## src/hdl/prrq_pkg.sv

```systemverilog
// purge range ring queue: shared types and constants
// payload words, ring entry, controller state and command/status structs
// no dependencies
`default_nettype none

package prrq_pkg;

	// fixed field widths
	localparam int BASE_W     = 48;
	localparam int ADDR_W     = 49;
	localparam int END_W      = 50;
	localparam int LEN_W      = 28;
	localparam int IDX_W      = 16;
	localparam int CNT_W      = 16;
	localparam int CALLS_W    = 6;
	localparam int PAGES_W    = 22;
	localparam int PAGES_ACC_W = PAGES_W + 1;
	localparam int TOTAL_W    = 32;
	localparam int TCNT_W     = 6;
	localparam int CFG_IDX_W  = 4;
	localparam int CFG_DATA_W = 50;

	localparam logic [TCNT_W-1:0] TCNT_MAX = '1;

	// configuration register indexes
	localparam logic [CFG_IDX_W-1:0] CFG_BUDGET_CALLS = 4'd0;
	localparam logic [CFG_IDX_W-1:0] CFG_BUDGET_PAGES = 4'd1;
	localparam logic [CFG_IDX_W-1:0] CFG_ARENA_BASE   = 4'd2;
	localparam logic [CFG_IDX_W-1:0] CFG_ARENA_LIMIT  = 4'd3;

	typedef enum logic [0:0] {
		OP_PUSH = 1'b0,
		OP_TICK = 1'b1
	} op_t;

	typedef enum logic [1:0] {
		KIND_PUSH_OK   = 2'd0,
		KIND_PUSH_DROP = 2'd1,
		KIND_PURGE     = 2'd2,
		KIND_TICK_DONE = 2'd3
	} kind_t;

	typedef struct packed {
		op_t               op;
		logic [BASE_W-1:0] segment_base;
		logic [IDX_W-1:0]  page_index;
		logic [CNT_W-1:0]  page_count;
	} item_t;

	typedef struct packed {
		kind_t              kind;
		logic [ADDR_W-1:0]  purge_address;
		logic [LEN_W-1:0]   purge_length;
		logic               last;
		logic [TOTAL_W-1:0] drop_total;
		logic [TOTAL_W-1:0] push_total;
		logic [TCNT_W-1:0]  skipped_in_tick;
		logic [TCNT_W-1:0]  discarded_in_tick;
	} result_t;

	typedef struct packed {
		logic [BASE_W-1:0] base;
		logic [IDX_W-1:0]  idx;
		logic [CNT_W-1:0]  cnt;
	} ring_entry_t;

	typedef enum logic [0:0] {
		ST_IDLE  = 1'b0,
		ST_DRAIN = 1'b1
	} ctl_state_t;

	// controller to datapath
	typedef struct packed {
		logic push;
		logic tick_start;
		logic issue;
		logic advance;
		logic summary;
	} ctl_cmd_t;

	// datapath to controller
	typedef struct packed {
		logic slot_ok;
		logic ring_empty;
		logic busy_s1;
		logic busy_s2;
	} ctl_status_t;

endpackage

`default_nettype wire

```

## src/hdl/prrq_ctrl.sv

```systemverilog
// purge range ring queue: controller state machine
// sequences pushes and tick drains, drives the input stall
// depends on prrq_pkg
`default_nettype none

module prrq_ctrl import prrq_pkg::*; (
	input  wire logic        clk,
	input  wire logic        arst_n,
	input  wire logic        item_valid,
	input  wire op_t         item_op,
	output logic             item_stall,
	input  wire ctl_status_t status,
	output ctl_cmd_t         cmd
);

	ctl_state_t state_q;
	ctl_state_t state_d;

	// state register
	always_ff @(posedge clk or negedge arst_n) begin
		if (!arst_n) begin
			state_q <= ST_IDLE;
		end else begin
			state_q <= state_d;
		end
	end

	// next state and commands
	always_comb begin
		state_d    = state_q;
		cmd        = '0;
		item_stall = 1'b1;
		case (state_q)
			ST_IDLE: begin
				item_stall = !status.slot_ok;
				if (item_valid && status.slot_ok) begin
					if (item_op == OP_PUSH) begin
						cmd.push = 1'b1;
					end else begin
						cmd.tick_start = 1'b1;
						state_d        = ST_DRAIN;
					end
				end
			end
			ST_DRAIN: begin
				// whole drain pipe moves only when the result slot can take a word
				cmd.advance = status.slot_ok;
				cmd.issue   = status.slot_ok && !status.ring_empty;
				if (status.slot_ok && status.ring_empty && !status.busy_s1 &&
				    !status.busy_s2) begin
					cmd.summary = 1'b1;
					state_d     = ST_IDLE;
				end
			end
			default: begin
				state_d = ST_IDLE;
			end
		endcase
	end

endmodule

`default_nettype wire

```

## src/hdl/prrq_dpath.sv

```systemverilog
// purge range ring queue: datapath
// ring memory, pointers, drain pipeline, budget counters, result register
// depends on prrq_pkg
`default_nettype none

module prrq_dpath import prrq_pkg::*; #(
	parameter int RING_DEPTH = 32,
	parameter int PAGE_SHIFT = 12
) (
	input  wire logic                  clk,
	input  wire logic                  arst_n,
	input  wire ctl_cmd_t              cmd,
	output ctl_status_t                status,
	input  wire item_t                 item,
	input  wire logic [CALLS_W-1:0]    budget_calls,
	input  wire logic [PAGES_W-1:0]    budget_pages,
	input  wire logic [BASE_W-1:0]     arena_base,
	input  wire logic [END_W-1:0]      arena_limit,
	output logic                       result_valid,
	input  wire logic                  result_stall,
	output result_t                    result
);

	localparam int PTR_W = (RING_DEPTH > 1) ? $clog2(RING_DEPTH) : 1;
	localparam logic [PTR_W-1:0] LAST_SLOT = PTR_W'(RING_DEPTH - 1);

	function automatic logic [PTR_W-1:0] next_ptr(input logic [PTR_W-1:0] p);
		next_ptr = (p == LAST_SLOT) ? '0 : p + 1'b1;
	endfunction

	logic [PTR_W-1:0]       wr_ptr_q;
	logic [PTR_W-1:0]       rd_ptr_q;
	logic                   full;
	ring_entry_t            ring_mem [RING_DEPTH];
	ring_entry_t            entry_s1;
	logic                   v_s1;
	logic                   v_s2;
	logic [ADDR_W-1:0]      addr_s2;
	logic [END_W-1:0]       end_s2;
	logic [LEN_W-1:0]       len_s2;
	logic [CNT_W-1:0]       cnt_s2;
	logic [IDX_W:0]         span_sum;
	logic [CALLS_W-1:0]     calls_q;
	logic [PAGES_ACC_W-1:0] pages_q;
	logic [TCNT_W-1:0]      skipped_q;
	logic [TCNT_W-1:0]      discarded_q;
	logic [TOTAL_W-1:0]     drop_q;
	logic [TOTAL_W-1:0]     push_q;
	logic                   budget_hit;
	logic                   outside;
	logic                   take_cmd;
	logic                   load;
	logic                   out_valid_q;
	result_t                out_q;
	result_t                out_d;

	assign full = (next_ptr(wr_ptr_q) == rd_ptr_q);

	// status to controller
	assign status.slot_ok    = !out_valid_q || !result_stall;
	assign status.ring_empty = (rd_ptr_q == wr_ptr_q);
	assign status.busy_s1    = v_s1;
	assign status.busy_s2    = v_s2;

	// ring memory: one write port, one registered read port
	always_ff @(posedge clk) begin
		if (cmd.push && !full) begin
			ring_mem[wr_ptr_q] <= '{base: item.segment_base, idx: item.page_index,
				cnt: item.page_count};
		end
		if (cmd.issue) begin
			entry_s1 <= ring_mem[rd_ptr_q];
		end
	end

	// pointers and pipe valid bits
	always_ff @(posedge clk or negedge arst_n) begin
		if (!arst_n) begin
			wr_ptr_q <= '0;
			rd_ptr_q <= '0;
			v_s1     <= 1'b0;
			v_s2     <= 1'b0;
		end else begin
			if (cmd.push && !full) begin
				wr_ptr_q <= next_ptr(wr_ptr_q);
			end
			if (cmd.issue) begin
				rd_ptr_q <= next_ptr(rd_ptr_q);
			end
			if (cmd.advance) begin
				v_s1 <= cmd.issue;
				v_s2 <= v_s1;
			end
		end
	end

	// byte address, end address and length of the entry
	assign span_sum = {1'b0, entry_s1.idx} + {1'b0, entry_s1.cnt};

	always_ff @(posedge clk) begin
		if (cmd.advance && v_s1) begin
			addr_s2 <= ADDR_W'(entry_s1.base) + (ADDR_W'(entry_s1.idx) << PAGE_SHIFT);
			end_s2  <= END_W'(entry_s1.base) + (END_W'(span_sum) << PAGE_SHIFT);
			len_s2  <= LEN_W'(entry_s1.cnt) << PAGE_SHIFT;
			cnt_s2  <= entry_s1.cnt;
		end
	end

	// budget first, then arena window
	assign budget_hit = (calls_q >= budget_calls) ||
		(pages_q >= PAGES_ACC_W'(budget_pages));
	assign outside    = (addr_s2 < ADDR_W'(arena_base)) || (end_s2 > arena_limit);
	assign take_cmd   = cmd.advance && v_s2 && !budget_hit && !outside;

	// per-tick and running counters
	always_ff @(posedge clk or negedge arst_n) begin
		if (!arst_n) begin
			calls_q     <= '0;
			pages_q     <= '0;
			skipped_q   <= '0;
			discarded_q <= '0;
			drop_q      <= '0;
			push_q      <= '0;
		end else begin
			if (cmd.tick_start) begin
				calls_q     <= '0;
				pages_q     <= '0;
				skipped_q   <= '0;
				discarded_q <= '0;
			end else if (cmd.advance && v_s2) begin
				if (budget_hit) begin
					if (discarded_q != TCNT_MAX) begin
						discarded_q <= discarded_q + 1'b1;
					end
				end else if (outside) begin
					if (skipped_q != TCNT_MAX) begin
						skipped_q <= skipped_q + 1'b1;
					end
				end else begin
					calls_q <= calls_q + 1'b1;
					pages_q <= pages_q + PAGES_ACC_W'(cnt_s2);
				end
			end
			if (cmd.push) begin
				if (full) begin
					drop_q <= drop_q + 1'b1;
				end else begin
					push_q <= push_q + 1'b1;
				end
			end
		end
	end

	// next result word
	always_comb begin
		out_d                   = '0;
		out_d.last              = 1'b1;
		out_d.drop_total        = drop_q;
		out_d.push_total        = push_q;
		if (cmd.push) begin
			if (full) begin
				out_d.kind       = KIND_PUSH_DROP;
				out_d.drop_total = drop_q + 1'b1;
			end else begin
				out_d.kind       = KIND_PUSH_OK;
				out_d.push_total = push_q + 1'b1;
			end
		end else if (take_cmd) begin
			out_d.kind          = KIND_PURGE;
			out_d.purge_address = addr_s2;
			out_d.purge_length  = len_s2;
			out_d.last          = 1'b0;
		end else begin
			out_d.kind              = KIND_TICK_DONE;
			out_d.skipped_in_tick   = skipped_q;
			out_d.discarded_in_tick = discarded_q;
		end
	end

	assign load = cmd.push || take_cmd || cmd.summary;

	// result register
	always_ff @(posedge clk or negedge arst_n) begin
		if (!arst_n) begin
			out_valid_q <= 1'b0;
		end else if (load) begin
			out_valid_q <= 1'b1;
		end else if (!result_stall) begin
			out_valid_q <= 1'b0;
		end
	end

	always_ff @(posedge clk) begin
		if (load) begin
			out_q <= out_d;
		end
	end

	assign result_valid = out_valid_q;
	assign result       = out_q;

endmodule

`default_nettype wire

```

## src/hdl/purge_range_ring_queue.sv

```systemverilog
// Purge range ring queue, top level.
// Holds the configuration registers; joins controller and datapath.
//
// Input channel (item_valid, item_stall, item): a push word stores a page
// range in the ring, or drops it when RING_DEPTH-1 entries are pending. A
// tick word drains the ring oldest first, giving one purge word per entry
// that is in budget and inside the arena window, then a tick-done word.
// Output channel (result_valid, result_stall, result): one result register.
// Configuration (cfg_valid, cfg_ready, cfg_index, cfg_data): always ready;
// indexes 0..3 are budget_calls, budget_pages, arena_base, arena_limit, other
// indexes are ignored.
// Timing: a push word's result is registered and shows in the cycle after
// acceptance; pushes go at one per cycle while results are taken. A tick
// reads the single ring read port once per cycle while the result slot can
// take a word; it ends with the tick-done word, and no input word is
// taken until that word is loaded.
// While result_stall holds a word, the drain pipeline freezes and item_stall
// stays high. Reset empties the ring, clears totals and loads the register
// defaults; ring contents are left as they are.
`default_nettype none

module purge_range_ring_queue import prrq_pkg::*; #(
	parameter int RING_DEPTH = 32,
	parameter int PAGE_SHIFT = 12
) (
	input  wire logic                  clk,
	input  wire logic                  arst_n,
	input  wire logic                  item_valid,
	output logic                       item_stall,
	input  wire item_t                 item,
	output logic                       result_valid,
	input  wire logic                  result_stall,
	output result_t                    result,
	input  wire logic                  cfg_valid,
	output logic                       cfg_ready,
	input  wire logic [CFG_IDX_W-1:0]  cfg_index,
	input  wire logic [CFG_DATA_W-1:0] cfg_data
);

	logic [CALLS_W-1:0] budget_calls_q;
	logic [PAGES_W-1:0] budget_pages_q;
	logic [BASE_W-1:0]  arena_base_q;
	logic [END_W-1:0]   arena_limit_q;
	ctl_cmd_t           cmd;
	ctl_status_t        status;

	assign cfg_ready = 1'b1;

	// configuration registers
	always_ff @(posedge clk or negedge arst_n) begin
		if (!arst_n) begin
			budget_calls_q <= CALLS_W'(8);
			budget_pages_q <= PAGES_W'(1024);
			arena_base_q   <= '0;
			arena_limit_q  <= {2'b01, {BASE_W{1'b0}}};
		end else if (cfg_valid && cfg_ready) begin
			case (cfg_index)
				CFG_BUDGET_CALLS: budget_calls_q <= cfg_data[CALLS_W-1:0];
				CFG_BUDGET_PAGES: budget_pages_q <= cfg_data[PAGES_W-1:0];
				CFG_ARENA_BASE:   arena_base_q   <= cfg_data[BASE_W-1:0];
				CFG_ARENA_LIMIT:  arena_limit_q  <= cfg_data[END_W-1:0];
				default: begin
				end
			endcase
		end
	end

	prrq_ctrl u_ctrl (
		.clk        (clk),
		.arst_n     (arst_n),
		.item_valid (item_valid),
		.item_op    (item.op),
		.item_stall (item_stall),
		.status     (status),
		.cmd        (cmd)
	);

	prrq_dpath #(
		.RING_DEPTH (RING_DEPTH),
		.PAGE_SHIFT (PAGE_SHIFT)
	) u_dpath (
		.clk          (clk),
		.arst_n       (arst_n),
		.cmd          (cmd),
		.status       (status),
		.item         (item),
		.budget_calls (budget_calls_q),
		.budget_pages (budget_pages_q),
		.arena_base   (arena_base_q),
		.arena_limit  (arena_limit_q),
		.result_valid (result_valid),
		.result_stall (result_stall),
		.result       (result)
	);

endmodule

`default_nettype wire

```

## config.mk

```make
export PLATFORM = sky130hd
export DESIGN_NAME = purge_range_ring_queue
export DESIGN_NICKNAME = d
export VERILOG_FILES = /design/src/hdl/prrq_pkg.sv /design/src/hdl/prrq_ctrl.sv /design/src/hdl/prrq_dpath.sv /design/src/hdl/purge_range_ring_queue.sv
export SDC_FILE = /design/constraint.sdc
export NUM_CORES = 2
export LEC_CHECK = 0
export ABC_CLOCK_PERIOD_IN_PS = 6500
export BUFFER_PORTS_ARGS = -buffer_cell sky130_fd_sc_hd__clkbuf_2
export CORE_MARGIN = 3
export CORE_UTILIZATION = 50
export DETAILED_ROUTE_END_ITERATION = 10
export GPL_TIMING_DRIVEN = 0
export PLACE_DENSITY = 0.71
export RECOVER_POWER = 25
export SLEW_MARGIN = 20
export SYNTH_ARGS = -nofsm -noshare
export SYNTH_HDL_FRONTEND = slang
export SYNTH_SLANG_ARGS = --single-unit
```

## constraint.sdc

```tcl
create_clock -name clk -period 6.5 [get_ports clk]
set_input_delay 1.95 -clock clk [delete_from_list [all_inputs] [get_ports clk]]
set_output_delay 1.95 -clock clk [all_outputs]
set_load 0.005 [all_outputs]
```

==> results by group <==
Run status
  • Status: finished, violations left
  • Failing checks: max-capacitance violations, max-slew violations

Clock tree
  • Post-CTS setup buffer count: 0
  • Clock latency on the worst-skew pair: 0.97 ns
  • Clock root buffer: clkbuf_16
  • Clk slew on worst S/H paths: 0.06 ns
  • CTS H-Tree Depth: 5
  • CTS tree: done
  • CTS-repair resized insts: 0
  • Max Root-Sink Buffers: 4
  • CTS Hold Bufs: 0
  • Sink Count: 3131
  • CTS Buf Count: 326

Setup path
  • WS Path Type: reg -> reg
  • Startpoint Class: flip-flop
  • Critical Path Sink Type: flip-flop
  • CP max FO: 10
  • Critical path data required time: 7.21 ns
  • WP data arrival: 6.14 ns

Finish
  • Most common cell after layout, fill and taps aside: edfxtp_1
  • Area growth from synthesis to layout: 16.7%
  • Layout cells sized above 1: 28.6%
  • Filler instances: 16800
  • NumNets Final: 7037
  • Final Util: 59.0%
  • Commonest non-fill, non-tap cells in the layout: 2886 x edfxtp_1, 800 x mux4_2, 332 x clkbuf_16

Drt
  • Initial DRC count: 8592
  • Mean number of vias per cell: 6.27
  • Routed Antenna Nets: 0
  • Vias: 63700
  • WL final: 329 mm
  • Routed wire per std cell: 32.4 um
  • Post-route DRC violation count: 0
  • DR pass1 iterations: 6

Power and ir drop
  • Max VDD drop: 0.436 mV
  • LEAKAGE: 48.3 nW
  • PwrDens: 446 nW/um2

GRT
  • GRT Util Overall: 26.1%
  • Largest net degree at the start of global routing: 86
  • Vias in the first global route: 64000
  • First-pass GRT wire length: 466 mm
  • Remaining global-route overflow: 0
  • Initial antenna violation count: 35

STA
  • Fin Setup TNS: 0 ns
  • RSZ-0062 raised after global routing: no
  • Final hold violation count: 0
  • Fmax: 0.184 GHz
  • Final max-slew violation count: 80
  • Relative slew slack: -199%
  • Hold slack: 0.415 ns
  • Final Cycle Share: 83.6%
  • Final setup viols: 0
  • Final period demand of the worst path: 5.43 ns
  • Clock Skew: 0.0658 ns
  • Slew @ Worst Pin: 4.49 ns

Synthesis
  • Mapped Cells: 5866
  • Seq cells post-synth: 3131
  • Mapped cell area: 124000 um2
  • Ys flop type: edfxtp_1
  • Library cells used by synthesis: 71
  • Register area share after synthesis: 75.0%
  • Synth async-reset ratio: 7.82%
  • Post-Syn Area per Cell: 21.1 um2
  • Synth Warn #: 0
  • EDFF count, synth: 2886

Floorplanning
  • Core area: 245000 um2
  • Die width: 503 um
  • FP Rows: 181
  • Initial Util: 50.6%
  • Die Area: 253000 um2
  • Num ports: 299
  • Die height: 503 um

Worst hold path
  • Hold Path Class: reg -> reg

Run
  • Max Cap Viol: 1

Placed design
  • Port Buffers: 285
  • Hpwl dp: 220 mm
  • Gpl congestion: 0.897
worst paths after layout:
check                                startpoint            endpoint  slack, ns  depth (start not counted)
max in group asynchronous                arst_n    arena_limit_q[5]       1.37                          1
min reg2reg                u_dpath.entry_s1[34]  u_dpath.addr_s2[2]       0.41                          0
min in group asynchronous                arst_n   u_dpath.push_q[3]       2.57                          1
max                         u_dpath.entry_s1[0]  u_dpath.end_s2[43]       1.07                         19
min                        u_dpath.entry_s1[34]  u_dpath.addr_s2[2]       0.41                          0
max reg2reg                 u_dpath.entry_s1[0]  u_dpath.end_s2[43]       1.07                         19
flip-flops by register name, indices dropped and copies added, names as in the netlist:
name	count
u_dpath.ring_mem	2560
u_dpath.result	144
u_dpath.entry_s1	80
arena_limit_q	50
u_dpath.addr_s2	49
arena_base_q	48
u_dpath.end_s2	37
u_dpath.drop_q	32
u_dpath.push_q	32
u_dpath.pages_q	23
budget_pages_q	22
u_dpath.cnt_s2	16
budget_calls_q	6
u_dpath.calls_q	6
u_dpath.discarded_q	6
u_dpath.skipped_q	6
u_dpath.rd_ptr_q	5
u_dpath.wr_ptr_q	5
u_ctrl.state_q	1
u_dpath.result_valid	1
u_dpath.v_s1	1
u_dpath.v_s2	1
worst max-delay path: stages, from the launching register on:
cell      delay, ns
edfxtp_1       0.53
ha_1           0.23
inv_1          0.07
fa_1           0.46
nor2b_1        0.13
o21ai_0        0.11
a21oi_1        0.21
o21ai_0        0.20
a211oi_1       0.36
o31ai_1        0.17
o21ai_0        0.32
xor2_1         0.12
ha_1           0.37
a21oi_1        0.08
a31oi_1        0.26
a21o_1         0.17
a21o_1         0.12
clkbuf_1       0.62
or3b_2         0.52
xnor2_1        0.13
through the flow:
step	power [mW]	instance area (um2)	setup slack [ns]	instances
5_1_grt	66.8	144000	0.496	10100
3_5_place_dp	46.7	134000	0.383	9563
4_1_cts	64.4	144000	1.23	10100
3_3_place_gp	45.6	129000	-6.87	9364
2_1_floorplan	38.9	124000	-0.548	5877
6_report	64.3	144000	1.07	10200
power by group:
group          internal [mW]  switching, mW
Clock                   10.3           7.47
Combinational           9.07           11.7
Sequential              24.5           1.30
Total                   43.9           20.5
layer usage:
metal / routed length, um / global-route usage, % / vias to the layer above
li1: - / - / 25700
met1: 124000 / 35.4 / 33500
met2: 153000 / 40.1 / 3778
met3: 32400 / 5.59 / 691
met4: 18900 / 13.5 / 17
met5: 192 / 0.190 / -
final cells by class:
cell class / count / area [um2] / area share, %
flip-flops and latches: 3131 / 92800 / 64.3
multi-input cells: 2325 / 29500 / 20.5
clock buffers: 412 / 8770 / 6.07
repair buffers: 486 / 6170 / 4.27
well taps: 3202 / 4010 / 2.78
clock inverters: 149 / 1250 / 0.866
plain buffers: 257 / 1120 / 0.779
inverters: 164 / 623 / 0.432
diodes: 33 / 82.6 / 0.0572
logic make-up after synthesis:
| logic type | after synthesis | synth area share, % |
|---|---|---|
| compound gates | 338 | 1.72 |
| xor+xnor | 168 | 1.19 |
| fa+ha+maj | 206 | 2.11 |
| buf+inv | 421 | 1.33 |
| flops | 3131 | 75.0 |
| mux | 961 | 16.0 |
| other cells | 2 | 0.00607 |
| simple gates | 639 | 2.59 |
cells in the mapped netlist, types with 9 or more instances:
| cell | instances | area share (%) |
|---|---|---|
| xnor2_1 | 109 | 0.77 |
| nand3_1 | 101 | 0.41 |
| and2_1 | 69 | 0.35 |
| buf_1 | 38 | 0.12 |
| xor2_1 | 59 | 0.42 |
| o21ai_0 | 102 | 0.41 |
| nor2_1 | 128 | 0.39 |
| nand2_1 | 156 | 0.47 |
| and3_1 | 48 | 0.24 |
| inv_1 | 163 | 0.49 |
| a211oi_1 | 14 | 0.085 |
| nand4_1 | 37 | 0.19 |
| or3_1 | 9 | 0.046 |
| o21a_1 | 18 | 0.11 |
| mux4_2 | 800 | 15 |
| edfxtp_1 | 2886 | 70 |
| nor3_1 | 31 | 0.13 |
| mux2_2 | 158 | 1.4 |
| clkbuf_1 | 198 | 0.60 |
| buf_4 | 14 | 0.085 |
| o31ai_1 | 11 | 0.067 |
| dfrtp_1 | 242 | 4.9 |
| a21o_1 | 41 | 0.25 |
| nand2b_1 | 12 | 0.061 |
| a21oi_1 | 90 | 0.36 |
| ha_1 | 202 | 2.0 |
Power figures use the tool's default switching activity.
